==> config.mk <==
export PLATFORM = sky130hd
export DESIGN_NAME = pulse_frame_qualifier
export DESIGN_NICKNAME = d
export VERILOG_FILES = /design/src/rtl/pfq_pkg.sv /design/src/rtl/pfq_ram.sv /design/src/rtl/pfq_conv.sv /design/src/rtl/pfq_datapath.sv /design/src/rtl/pfq_ctrl.sv /design/src/rtl/pulse_frame_qualifier.sv
export SDC_FILE = /design/constraint.sdc
export NUM_CORES = 2
export LEC_CHECK = 0
export BUFFER_PORTS_ARGS = -buffer_cell sky130_fd_sc_hd__buf_2
export CORE_MARGIN = 5
export CORE_UTILIZATION = 56
export DETAILED_ROUTE_END_ITERATION = 8
export PLACE_DENSITY = 0.76
export SLEW_MARGIN = 30
export SYNTH_ARGS = -nofsm -noshare
export SYNTH_HDL_FRONTEND = slang
export SYNTH_SLANG_ARGS = --single-unit
==> constraint.sdc <==
create_clock -name clk -period 7.4 [get_ports clk]
set_clock_uncertainty 0.2 [all_clocks]
set_input_delay 0 -clock clk [delete_from_list [all_inputs] [get_ports clk]]
set_output_delay 0 -clock clk [all_outputs]
set_load 0.05 [all_outputs]
==> src/rtl/pfq_pkg.sv <==
`default_nettype none
package pfq_pkg;

    localparam int TICK_W  = 15;
    localparam int US_W    = 16;
    localparam int RATE_W  = 27;
    localparam int MIN_W   = 16;
    localparam int CNT_W   = 32;
    localparam int NUM_W   = 35;
    localparam int SCALE_W = 20;
    localparam int ADDR_W  = 3;
    localparam int DATA_W  = 32;

    localparam logic [SCALE_W-1:0] US_PER_SECOND = 20'd1000000;
    localparam logic [RATE_W-1:0]  RATE_ONE_MHZ  = 27'd1000000;
    localparam logic [US_W-1:0]    US_SATURATED  = 16'hFFFF;

    // register index, taken from paddr[2]
    localparam logic REG_TICK_RATE = 1'b0;
    localparam logic REG_MIN_COUNT = 1'b1;

    localparam logic [1:0] STATUS_ACCEPTED  = 2'd0;
    localparam logic [1:0] STATUS_SHORT     = 2'd1;
    localparam logic [1:0] STATUS_TRUNCATED = 2'd2;

    typedef enum logic [1:0] {
        PHASE_COLLECTING,
        PHASE_ENDED,
        PHASE_TRUNCATED
    } phase_t;

    typedef enum logic [3:0] {
        S_IDLE,
        S_HALF1,
        S_CONV1,
        S_HALF2,
        S_CONV2,
        S_JUDGE,
        S_SINGLE,
        S_EMIT_WAIT,
        S_EMIT
    } state_t;

    typedef struct packed {
        logic capture;
        logic sel_second;
        logic half_end;
        logic half_trunc;
        logic conv_start;
        logic store;
        logic judge;
        logic idx_clear;
        logic idx_inc;
        logic load_single;
        logic load_pulse;
    } pfq_cmd_t;

    typedef struct packed {
        logic collecting;
        logic ticks_zero;
        logic full;
        logic conv_done;
        logic cap_end;
        logic verdict_emit;
        logic idx_last;
        logic out_free;
    } pfq_stat_t;

endpackage
`default_nettype wire

==> src/rtl/pfq_ram.sv <==
`default_nettype none
module pfq_ram #(
    parameter int WIDTH = 16,
    parameter int DEPTH = 64
) (
    input  wire logic                     clk,
    input  wire logic                     we,
    input  wire logic [$clog2(DEPTH)-1:0] waddr,
    input  wire logic [WIDTH-1:0]         wdata,
    input  wire logic [$clog2(DEPTH)-1:0] raddr,
    output logic      [WIDTH-1:0]         rdata
);

    logic [WIDTH-1:0] mem [DEPTH];

    always_ff @(posedge clk)
    begin
        if (we)
        begin
            mem[waddr] <= wdata;
        end
        rdata <= mem[raddr];
    end

endmodule
`default_nettype wire

==> src/rtl/pfq_conv.sv <==
`default_nettype none
module pfq_conv (
    input  wire logic                          clk,
    input  wire logic                          rst_n,
    input  wire logic                          start,
    input  wire logic [pfq_pkg::TICK_W-1:0]    ticks,
    input  wire logic [pfq_pkg::RATE_W-1:0]    rate,
    output logic                               done,
    output logic      [pfq_pkg::US_W-1:0]      us
);
    import pfq_pkg::*;

    logic               busy_reg, busy_next;
    logic               done_reg, done_next;
    logic [5:0]         step_reg, step_next;
    logic [NUM_W-1:0]   num_reg, num_next;
    logic [RATE_W:0]    rem_reg, rem_next;
    logic [US_W-1:0]    res_reg, res_next;

    logic [RATE_W:0]    rem_shift;
    logic               fit;

    // one quotient bit a cycle: shift the numerator into the remainder
    assign rem_shift = {rem_reg[RATE_W-1:0], num_reg[NUM_W-1]};
    assign fit       = rem_shift >= {1'b0, rate};

    always_comb
    begin
        busy_next = busy_reg;
        done_next = 1'b0;
        step_next = step_reg;
        num_next  = num_reg;
        rem_next  = rem_reg;
        res_next  = res_reg;
        if (start)
        begin
            if (rate == RATE_ONE_MHZ)
            begin
                res_next  = US_W'(ticks);
                done_next = 1'b1;
            end
            else if (rate == '0)
            begin
                res_next  = US_SATURATED;
                done_next = 1'b1;
            end
            else
            begin
                num_next  = NUM_W'(ticks) * NUM_W'(US_PER_SECOND);
                rem_next  = '0;
                step_next = 6'(NUM_W);
                busy_next = 1'b1;
            end
        end
        else if (busy_reg)
        begin
            rem_next  = fit ? rem_shift - {1'b0, rate} : rem_shift;
            num_next  = {num_reg[NUM_W-2:0], fit};
            step_next = step_reg - 6'd1;
            if (step_reg == 6'd1)
            begin
                busy_next = 1'b0;
                done_next = 1'b1;
                res_next  = (num_next[NUM_W-1:US_W] != '0) ? US_SATURATED
                                                           : num_next[US_W-1:0];
            end
        end
    end

    always_ff @(posedge clk or negedge rst_n)
    begin
        if (!rst_n)
        begin
            busy_reg <= 1'b0;
            done_reg <= 1'b0;
            step_reg <= '0;
        end
        else
        begin
            busy_reg <= busy_next;
            done_reg <= done_next;
            step_reg <= step_next;
        end
    end

    always_ff @(posedge clk)
    begin
        num_reg <= num_next;
        rem_reg <= rem_next;
        res_reg <= res_next;
    end

    assign done = done_reg;
    assign us   = res_reg;

endmodule
`default_nettype wire

==> src/rtl/pfq_datapath.sv <==
`default_nettype none
module pfq_datapath #(
    parameter int MAX_PULSES = 64
) (
    input  wire logic                          clk,
    input  wire logic                          rst_n,
    input  wire pfq_pkg::pfq_cmd_t             cmd,
    output pfq_pkg::pfq_stat_t                 stat,
    input  wire logic [pfq_pkg::RATE_W-1:0]    tick_rate_hz,
    input  wire logic [pfq_pkg::MIN_W-1:0]     min_pulse_count,
    input  wire logic                          symbol_level,
    input  wire logic [pfq_pkg::TICK_W-1:0]    ticks_first,
    input  wire logic [pfq_pkg::TICK_W-1:0]    ticks_second,
    input  wire logic                          capture_end,
    output logic                               out_valid,
    input  wire logic                          out_ready,
    output logic      [pfq_pkg::US_W-1:0]      pulse_us,
    output logic                               pulse_valid,
    output logic                               start_level,
    output logic      [1:0]                    frame_status,
    output logic                               last_of_frame,
    output logic      [pfq_pkg::CNT_W-1:0]     accepted_total,
    output logic      [pfq_pkg::CNT_W-1:0]     short_total,
    output logic      [pfq_pkg::CNT_W-1:0]     truncated_total
);
    import pfq_pkg::*;

    localparam int CW = $clog2(MAX_PULSES + 1);
    localparam int AW = $clog2(MAX_PULSES);

    logic [TICK_W-1:0] tf_reg, ts_reg;
    logic              end_reg;
    logic              level_reg;
    logic              at_start_reg;
    phase_t            phase_reg;
    logic [CW-1:0]     count_reg;
    logic [CW-1:0]     idx_reg;
    logic [1:0]        status_reg, verdict;
    logic [CNT_W-1:0]  acc_reg, short_reg, trunc_reg;

    logic              o_valid_reg;
    logic [US_W-1:0]   o_us_reg;
    logic              o_pv_reg, o_level_reg, o_last_reg;
    logic [1:0]        o_status_reg;
    logic [CNT_W-1:0]  o_acc_reg, o_short_reg, o_trunc_reg;

    logic [TICK_W-1:0] ticks_sel;
    logic              conv_done;
    logic [US_W-1:0]   conv_us;
    logic [US_W-1:0]   rd_us;
    logic              out_free;

    assign ticks_sel = cmd.sel_second ? ts_reg : tf_reg;
    assign out_free  = !o_valid_reg || out_ready;

    always_comb
    begin
        priority if (phase_reg == PHASE_TRUNCATED)
            verdict = STATUS_TRUNCATED;
        else if (MIN_W'(count_reg) < min_pulse_count)
            verdict = STATUS_SHORT;
        else
            verdict = STATUS_ACCEPTED;
    end

    assign stat.collecting   = phase_reg == PHASE_COLLECTING;
    assign stat.ticks_zero   = ticks_sel == '0;
    assign stat.full         = count_reg == CW'(MAX_PULSES);
    assign stat.conv_done    = conv_done;
    assign stat.cap_end      = end_reg;
    assign stat.verdict_emit = (verdict == STATUS_ACCEPTED) && (count_reg != '0);
    assign stat.idx_last     = idx_reg == count_reg - CW'(1);
    assign stat.out_free     = out_free;

    pfq_conv u_conv (
        .clk   (clk),
        .rst_n (rst_n),
        .start (cmd.conv_start),
        .ticks (ticks_sel),
        .rate  (tick_rate_hz),
        .done  (conv_done),
        .us    (conv_us)
    );

    pfq_ram #(
        .WIDTH (US_W),
        .DEPTH (MAX_PULSES)
    ) u_store (
        .clk   (clk),
        .we    (cmd.store),
        .waddr (count_reg[AW-1:0]),
        .wdata (conv_us),
        .raddr (idx_reg[AW-1:0]),
        .rdata (rd_us)
    );

    always_ff @(posedge clk)
    begin
        if (cmd.capture)
        begin
            tf_reg  <= ticks_first;
            ts_reg  <= ticks_second;
            end_reg <= capture_end;
        end
        if (cmd.judge)
        begin
            status_reg <= verdict;
        end
    end

    always_ff @(posedge clk or negedge rst_n)
    begin
        if (!rst_n)
        begin
            level_reg    <= 1'b0;
            at_start_reg <= 1'b1;
            phase_reg    <= PHASE_COLLECTING;
            count_reg    <= '0;
            idx_reg      <= '0;
            acc_reg      <= '0;
            short_reg    <= '0;
            trunc_reg    <= '0;
        end
        else
        begin
            // open a new frame on its first transaction
            if (cmd.capture && at_start_reg)
            begin
                level_reg    <= symbol_level;
                at_start_reg <= 1'b0;
                count_reg    <= '0;
                phase_reg    <= PHASE_COLLECTING;
            end
            if (cmd.half_end)
            begin
                phase_reg <= PHASE_ENDED;
            end
            if (cmd.half_trunc)
            begin
                phase_reg <= PHASE_TRUNCATED;
            end
            if (cmd.store)
            begin
                count_reg <= count_reg + CW'(1);
            end
            if (cmd.judge)
            begin
                at_start_reg <= 1'b1;
                phase_reg    <= PHASE_COLLECTING;
                unique case (verdict)
                    STATUS_TRUNCATED: trunc_reg <= trunc_reg + CNT_W'(1);
                    STATUS_SHORT:     short_reg <= short_reg + CNT_W'(1);
                    default:          acc_reg   <= acc_reg + CNT_W'(1);
                endcase
            end
            if (cmd.idx_clear)
            begin
                idx_reg <= '0;
            end
            else if (cmd.idx_inc)
            begin
                idx_reg <= idx_reg + CW'(1);
            end
        end
    end

    // result register: hold until taken
    always_ff @(posedge clk or negedge rst_n)
    begin
        if (!rst_n)
        begin
            o_valid_reg <= 1'b0;
        end
        else if (cmd.load_single || cmd.load_pulse)
        begin
            o_valid_reg <= 1'b1;
        end
        else if (out_ready)
        begin
            o_valid_reg <= 1'b0;
        end
    end

    always_ff @(posedge clk)
    begin
        if (cmd.load_single || cmd.load_pulse)
        begin
            o_level_reg <= level_reg;
            o_acc_reg   <= acc_reg;
            o_short_reg <= short_reg;
            o_trunc_reg <= trunc_reg;
        end
        if (cmd.load_single)
        begin
            o_us_reg     <= '0;
            o_pv_reg     <= 1'b0;
            o_status_reg <= status_reg;
            o_last_reg   <= 1'b1;
        end
        else if (cmd.load_pulse)
        begin
            o_us_reg     <= rd_us;
            o_pv_reg     <= 1'b1;
            o_status_reg <= STATUS_ACCEPTED;
            o_last_reg   <= stat.idx_last;
        end
    end

    assign out_valid       = o_valid_reg;
    assign pulse_us        = o_us_reg;
    assign pulse_valid     = o_pv_reg;
    assign start_level     = o_level_reg;
    assign frame_status    = o_status_reg;
    assign last_of_frame   = o_last_reg;
    assign accepted_total  = o_acc_reg;
    assign short_total     = o_short_reg;
    assign truncated_total = o_trunc_reg;

endmodule
`default_nettype wire

==> src/rtl/pfq_ctrl.sv <==
`default_nettype none
module pfq_ctrl (
    input  wire logic                 clk,
    input  wire logic                 rst_n,
    input  wire logic                 in_valid,
    output logic                      in_ready,
    input  wire pfq_pkg::pfq_stat_t   stat,
    output pfq_pkg::pfq_cmd_t         cmd
);
    import pfq_pkg::*;

    state_t state_reg, state_next;

    always_ff @(posedge clk or negedge rst_n)
    begin
        if (!rst_n)
        begin
            state_reg <= S_IDLE;
        end
        else
        begin
            state_reg <= state_next;
        end
    end

    always_comb
    begin
        state_next = state_reg;
        unique case (state_reg)
            S_IDLE:
                if (in_valid)
                    state_next = S_HALF1;
            S_HALF1:
                if (stat.collecting && !stat.ticks_zero && !stat.full)
                    state_next = S_CONV1;
                else
                    state_next = S_HALF2;
            S_CONV1:
                if (stat.conv_done)
                    state_next = S_HALF2;
            S_HALF2:
                if (stat.collecting && !stat.ticks_zero && !stat.full)
                    state_next = S_CONV2;
                else
                    state_next = stat.cap_end ? S_JUDGE : S_IDLE;
            S_CONV2:
                if (stat.conv_done)
                    state_next = stat.cap_end ? S_JUDGE : S_IDLE;
            S_JUDGE:
                state_next = stat.verdict_emit ? S_EMIT_WAIT : S_SINGLE;
            S_SINGLE:
                if (stat.out_free)
                    state_next = S_IDLE;
            S_EMIT_WAIT:
                state_next = S_EMIT;
            S_EMIT:
                if (stat.out_free)
                    state_next = stat.idx_last ? S_IDLE : S_EMIT_WAIT;
            default:
                state_next = S_IDLE;
        endcase
    end

    always_comb
    begin
        cmd      = '0;
        in_ready = 1'b0;
        unique case (state_reg)
            S_IDLE:
            begin
                in_ready    = 1'b1;
                cmd.capture = in_valid;
            end
            S_HALF1, S_HALF2:
            begin
                cmd.sel_second = state_reg == S_HALF2;
                if (stat.collecting)
                begin
                    priority if (stat.ticks_zero)
                        cmd.half_end = 1'b1;
                    else if (stat.full)
                        cmd.half_trunc = 1'b1;
                    else
                        cmd.conv_start = 1'b1;
                end
            end
            S_CONV1, S_CONV2:
            begin
                cmd.sel_second = state_reg == S_CONV2;
                cmd.store      = stat.conv_done;
            end
            S_JUDGE:
            begin
                cmd.judge     = 1'b1;
                cmd.idx_clear = 1'b1;
            end
            S_SINGLE:
                cmd.load_single = stat.out_free;
            S_EMIT:
            begin
                cmd.load_pulse = stat.out_free;
                cmd.idx_inc    = stat.out_free && !stat.idx_last;
            end
            default:
            begin
                cmd = '0;
            end
        endcase
    end

endmodule
`default_nettype wire

==> src/rtl/pulse_frame_qualifier.sv <==
`default_nettype none
// Channel   Handshake            Payload
// config    psel/penable/pready  paddr, pwdata, prdata (0x0 tick_rate_hz, 0x4 min_pulse_count)
// symbol    in_valid/in_ready    symbol_level, ticks_first, ticks_second, capture_end
// result    out_valid/out_ready  pulse_us, pulse_valid, start_level, frame_status,
//                                last_of_frame, accepted_total, short_total, truncated_total
//
// One symbol transaction at a time. Each stored half goes through the scaling unit:
// at a 1 MHz tick rate it passes the ticks through and at a zero rate it saturates,
// otherwise it takes a multiply step, a 35-bit restoring division and a hand-over.
// A closing symbol adds a judge state, then a store read and an emit per pulse.
// The result register lets the next symbol in while the last result waits; a frame
// that must emit stalls when out_ready is low. Reset clears all control state.
module pulse_frame_qualifier #(
    parameter int MAX_PULSES = 64
) (
    input  wire logic                          clk,
    input  wire logic                          rst_n,
    input  wire logic                          psel,
    input  wire logic                          penable,
    input  wire logic                          pwrite,
    input  wire logic [pfq_pkg::ADDR_W-1:0]    paddr,
    input  wire logic [pfq_pkg::DATA_W-1:0]    pwdata,
    output logic      [pfq_pkg::DATA_W-1:0]    prdata,
    output logic                               pready,
    input  wire logic                          in_valid,
    output logic                               in_ready,
    input  wire logic                          symbol_level,
    input  wire logic [pfq_pkg::TICK_W-1:0]    ticks_first,
    input  wire logic [pfq_pkg::TICK_W-1:0]    ticks_second,
    input  wire logic                          capture_end,
    output logic                               out_valid,
    input  wire logic                          out_ready,
    output logic      [pfq_pkg::US_W-1:0]      pulse_us,
    output logic                               pulse_valid,
    output logic                               start_level,
    output logic      [1:0]                    frame_status,
    output logic                               last_of_frame,
    output logic      [pfq_pkg::CNT_W-1:0]     accepted_total,
    output logic      [pfq_pkg::CNT_W-1:0]     short_total,
    output logic      [pfq_pkg::CNT_W-1:0]     truncated_total
);
    import pfq_pkg::*;

    logic [RATE_W-1:0] rate_reg;
    logic [MIN_W-1:0]  min_reg;
    logic              wr_en;
    pfq_cmd_t          cmd;
    pfq_stat_t         stat;

    assign pready = 1'b1;
    assign wr_en  = psel && penable && pwrite;

    always_ff @(posedge clk or negedge rst_n)
    begin
        if (!rst_n)
        begin
            rate_reg <= RATE_ONE_MHZ;
            min_reg  <= MIN_W'(32);
        end
        else if (wr_en)
        begin
            unique case (paddr[2])
                REG_TICK_RATE: rate_reg <= pwdata[RATE_W-1:0];
                REG_MIN_COUNT: min_reg  <= pwdata[MIN_W-1:0];
                default:       rate_reg <= rate_reg;
            endcase
        end
    end

    always_comb
    begin
        unique case (paddr[2])
            REG_TICK_RATE: prdata = DATA_W'(rate_reg);
            REG_MIN_COUNT: prdata = DATA_W'(min_reg);
            default:       prdata = '0;
        endcase
    end

    pfq_ctrl u_ctrl (
        .clk      (clk),
        .rst_n    (rst_n),
        .in_valid (in_valid),
        .in_ready (in_ready),
        .stat     (stat),
        .cmd      (cmd)
    );

    pfq_datapath #(
        .MAX_PULSES (MAX_PULSES)
    ) u_datapath (
        .clk             (clk),
        .rst_n           (rst_n),
        .cmd             (cmd),
        .stat            (stat),
        .tick_rate_hz    (rate_reg),
        .min_pulse_count (min_reg),
        .symbol_level    (symbol_level),
        .ticks_first     (ticks_first),
        .ticks_second    (ticks_second),
        .capture_end     (capture_end),
        .out_valid       (out_valid),
        .out_ready       (out_ready),
        .pulse_us        (pulse_us),
        .pulse_valid     (pulse_valid),
        .start_level     (start_level),
        .frame_status    (frame_status),
        .last_of_frame   (last_of_frame),
        .accepted_total  (accepted_total),
        .short_total     (short_total),
        .truncated_total (truncated_total)
    );

endmodule
`default_nettype wire

* After elaboration in Yosys (flattened, before gate mapping)
Memory sizes are Yosys's and may differ from the RTL's. A register that Yosys moved wholly into a read port is not among the register bits. Index checks and enable logic that the tools add are counted.
Storage, ports and cells: output and inout bits 152, flip-flop bits (word level) 398, word-level logic and storage cells 181, memories 1, input bits 74, bits in writable memories 1024
Operators by class: $lt $le $gt $ge 2, mux-type cells 74, multipliers 1, reductions and logical operators 40, add/sub/neg operators 8, eq/ne operators 23, bitwise logic cells 2
Memory list:
- u_datapath.u_store.mem | depth 64, width 16, read ports 1, clocked after Yosys merged registers in 1, write ports 1, RTL line pfq_ram.sv:14 | logic [WIDTH-1:0] mem [DEPTH];
Operators with widths (count):
- $mux 35 | 4
- $mux 27 | 5
- $add 32x1->32 const B | 3
- $mux 16 | 6
- $pmux 32 s2 | 1
- $pmux 4 s9 | 1
- $mul 15x14->29 const B | 1
- $ge 28x27->1 | 1
- $mux 1 | 28
- $mux 7 | 4
- $eq 27x20->1 const B | 1
- $logic_not 27->1 | 1
- $sub 27x27->27 | 1
- $mux 4 | 6
- $mux 6 | 4
- $reduce_bool 19->1 | 1
- $mux 2 | 9
- $eq 4x3->1 const B | 4
- $lt 7x16->1 | 1
- $logic_not 15->1 | 1
- $mux 15 | 1
- $add 7x1->7 const B | 2
- $reduce_bool 2->1 | 7
- $mux 3 | 4
- other kinds (26) | 53

* Logic depth before layout (Yosys ltp)
word-level depth 11, gate-level depth with buffers 27, mapped depth without buffers 25

* Hierarchy
Synthesis repeated with hierarchy kept, for this count alone.
Unflattened totals: cells, all modules 3718, area total of the unflattened synthesis 62092.1 um2
By module, submodules not included:
- pfq_ram | cells an instance 1829, area each 40042.2 um2, instances 1
- pfq_datapath | cells an instance 762, area each 10480.1 um2, instances 1
- pfq_conv | cells an instance 937, area each 9059.9 um2, instances 1
- pulse_frame_qualifier | cells an instance 129, area each 2042.0 um2, instances 1
- pfq_ctrl | cells an instance 61, area each 467.9 um2, instances 1

* Worst setup path before layout
No wires, ideal clock.
path kind reg-to-reg, from register u_ctrl.state_reg[2], to register u_datapath.u_conv.num_reg[34] (data pin), cell stages (with the launch flop) 26, arrival time 6611 ps, slack 328 ps, path through dfrtp_1 > buf_2 > clkbuf_1 > nand3_1 > a21oi_1 > buf_2 > mux2i_1 > inv_1 > ha_1 > fa_1 > fa_1 > fa_1 > ha_1 > inv_1 > fa_1 > inv_1 > ha_1 > a211oi_1 > nand2_1 > a21oi_1 > o41ai_2 > a311oi_1 > o31ai_1 > o21ai_0 > xnor2_1 > o21ai_0
Between the ends: longest elaborated chain between the ends 9, elaborated cells between the ends (all ways) 16, classes of those cells mul: 1; eq/ne: 4; mux: 8; reduce/logical: 3
RTL lines:
- from (decl) | RTL line pfq_ctrl.sv:12 | state_t state_reg, state_next;
- from (signal assigned) | RTL line pfq_ctrl.sv:22 | state_reg <= state_next;
- parallel branches: the longest is 8 deep, another holds $mul 15x14->29
- $mux 35 (*) | RTL line pfq_conv.sv:35 | if (start)
- named net u_datapath.u_conv.num_next[34] | RTL line pfq_conv.sv:16 | logic [NUM_W-1:0] num_reg, num_next;
- to (signal assigned) | RTL line pfq_conv.sv:88 | num_reg <= num_next;
- to (decl) | RTL line pfq_conv.sv:16
Mark *: on every way through the listed nets, which the timed path passes. The select of a mux whose other input is x is not followed. A chain may end at the register's enable or synchronous reset.

* Worst setup path in the final report
from register u_ctrl.state_reg[1], to register u_datapath.u_conv.num_reg[34] (data pin)
The elaborated chain is that of the path after synthesis.

==> flow_metrics.py <==
metrics = {
    "run_status": {
        "outcome": "completed",
    },
    "setup_path": {
        "slowest_delay_ns": 0.55,
        "cp-start-kind": "flip-flop",
        "cp_cell_sequence": "nand2b_1, or2_2, a21oi_4, mux2i_2, inv_1, ha_1, fa_1, fa_1, inv_1, fa_1, inv_1, ha_1, ha_1, ha_1, a211oi_1, nand2_1, a21oi_1, o41ai_2, a311oi_2, o31ai_1, o21ai_0, xnor2_1, o21ai_0",
        "critPathRequiredTime_ns": 7.67,
        "worstPathArrival_ns": 7.16,
        "end_kind": "flip-flop",
        "critical-path-slowest-cell": "fa_1",
        "crit_top_cell": "ha_1",
        "worst-path-max-fanout": 8,
        "criticalPathCategory": "reg2reg",
    },
    "layout": {
        "final_area_um2": 70100,
        "final_util_pct": 65.2,
        "drive_gt1_share_pct": 24.4,
        "final_nets": 4186,
        "largest_reg_flops": 1024,
        "mostFrequentLayoutCells": "1234 x edfxtp_1, 336 x mux4_2, 211 x buf_2, 178 x nand2_1, 177 x nor2_1",
        "layout_commonest_cell": "edfxtp_1",
        "area_delta_synth_final_pct": 15.2,
    },
    "logic_synthesis": {
        "ys.flop_type": "edfxtp_1",
        "synth_area_per_cell_um2": 17.7,
        "synth_area_um2": 60800,
        "ys_warn_count": 0,
        "async_flop_share_pct": 11.8,
        "synth-edff-count": 1234,
        "yosysSeqAreaShare_pct": 69.1,
        "synthCells": 3441,
        "ys_seq_elements": 1438,
        "yosysUniqueCellTypes": 88,
    },
    "clock_tree": {
        "clkSinkCount": 1438,
        "postCtsSetupBuffers": 0,
        "worstSkewPairLatency_ns": 0.76,
        "clkTransAtPathRegs_ns": 0.06,
        "clockBufferDepth": 3,
        "cts_buffers": 144,
        "cts_tree": "done",
        "root_buffer": "clkbuf_16",
        "htree_levels": 4,
    },
    "global_routing": {
        "grt-ovfl-total": 0,
        "grt_max_degree": 126,
        "grt_pass1_wl_um": 216000,
        "track_usage_pct": 24.9,
        "grt_antenna_before_repair": 8,
        "grt_pass1_vias": 33800,
    },
    "routing": {
        "vias_per_cell": 6.16,
        "dr.pass1.iters": 6,
        "met1_length_um": 55000,
        "drt-total-wl_um": 143000,
        "wl_met2_um": 71600,
        "wl_per_cell_um": 26.3,
        "drc": 0,
        "maxUsedRoutingLayer": "met5",
        "drt_iter0_markers": 3677,
        "ant_nets": 0,
        "wl_met3_um": 12300,
        "routed-via-count": 33500,
    },
    "place": {
        "routabilityCongestion": 0.846,
        "place_area_um2": 64100,
        "pre_cts_ws_ns": 0.167,
        "dp_hpwl_um": 84000,
        "port_buffers": 212,
    },
    "floorplan": {
        "num_rows": 120,
        "coreArea_um2": 108000,
        "num_io_pins": 226,
        "start_util_pct": 56.6,
        "die_area_um2": 115000,
        "die_h_um": 340,
        "die_w_um": 340,
    },
    "timing": {
        "setup_ws_ns": 0.503,
        "finalHoldViolCount": 0,
        "slew_violations": 0,
        "setup_tns_ns": 0,
        "min_period_ns": 6.90,
        "max_freq_mhz": 145,
        "rsz0062_at_grt": "no",
        "maxSlewHeadroom_pct": 34.8,
        "finalSetupViolations": 0,
        "fin_crit_sh_pct": 93.2,
        "worstMarginPinSlew_ns": 0.969,
    },
    "worst_hold_path": {
        "min_path_type": "in2reg",
    },
    "run": {
        "maxCapViolCount": 0,
    },
}
## repair_timing
item,CTS,global route
hold buffers,134,0
gates resized for setup,0,3
endpoints found under the setup margin,0,3
hold endpoints to repair,298,0
## critical path, delay by kind of cell (launching register included)
kind / cells / cell delay (ns)
fa+ha+maj: 7 / 2.80
simple gates: 3 / 0.54
xor+xnor: 1 / 0.13
compound gates: 8 / 1.85
mux: 1 / 0.36
buf+inv: 3 / 0.28
flops: 1 / 0.46
## synth_stat cells, types with 5 or more instances
master    number  share of area, %
o211ai_1       5             0.062
xnor2_1      105               1.5
a21oi_1       88              0.72
a211o_1        6             0.086
dfrtp_1      161               6.6
a211oi_1      13              0.16
o31ai_1        5             0.062
xor2_1        53              0.76
nor4b_1        6             0.086
nand3_1       63              0.52
mux2i_1       30              0.49
ha_1         148               3.0
or2_2          7             0.072
nor2_1       183               1.1
nor3_1        39              0.32
o21a_1         9              0.11
a31oi_1       17              0.17
clkbuf_1      69              0.43
and4_1         7              0.10
and3_1        26              0.27
nand4_1       24              0.25
nor4_1        18              0.19
buf_4         10              0.12
a21o_1        22              0.27
mux2_2        48              0.89
o21bai_1       7             0.086
nand2b_1      18              0.19
dfstp_2        9              0.39
buf_2         42              0.35
or3_1          5             0.051
o21ai_0       95              0.78
nand2_1      178               1.1
nor2b_1       14              0.14
mux4_2       336                12
dfxtp_1       34               1.1
and2_1        14              0.14
inv_1        150              0.93
o21ai_1        6             0.049
fa_1          47               1.5
buf_1         17              0.10
edfxtp_1    1234                61
## routing by layer
metal  vias up  track usage (%)
met1     17200             34.2
met3       263             4.93
met4         2             7.59
li1      14400                -
met2      1672             41.2
met5         -                0
## worst paths after layout
path                                             start                       endpoint  slack [ns]  cells after the start
setup / recovery                   u_ctrl.state_reg[1]  u_datapath.u_conv.num_reg[34]        0.50                     23
hold / removal                                  pwrite                    min_reg[10]        0.03                      3
setup reg to reg                   u_ctrl.state_reg[1]  u_datapath.u_conv.num_reg[34]        0.50                     23
hold reg to reg            u_datapath.u_store.rdata[4]         u_datapath.pulse_us[4]        0.24                      2
max in group asynchronous                        rst_n          u_datapath.idx_reg[2]        5.92                      4
min in group asynchronous                        rst_n                    rate_reg[6]        0.18                      3
## final cells by class
type	instances	area [um2]
antenna	6	15.0
fill	7060	37400
clock buffer	193	3940
multi-input combinational	1718	17700
timing repair buffer	464	3370
tap	1403	1760
sequential	1438	42000
inverter	151	567
clock inverter	71	691
## cell families (layout without fill, tap and decap cells)
family          Yosys count  count (layout)  synth area share, %
simple gates            632             632                 5.04
fa+ha+maj               195             195                 4.59
flops                  1438            1438                 69.1
mux                     414             414                 13.8
compound gates          312             312                 3.24
buf+inv                 289             879                 1.93
other cells               2              12               0.0123
xor+xnor                159             159                 2.30
## through the flow
step | std cells | hold WS [ns]
2_1_floorplan | 3445 | -0.496
3_3_place_gp | 5040 | -0.0193
3_5_place_dp | 5040 | -0.0679
4_1_cts | 5438 | 0.000644
5_1_grt | 5439 | 0.0499
6_report | 5444 | 0.0306
Power is left out: the tool's default activity adds up to more than one toggle a clock period on the data nets, which glitch-free logic cannot reach.
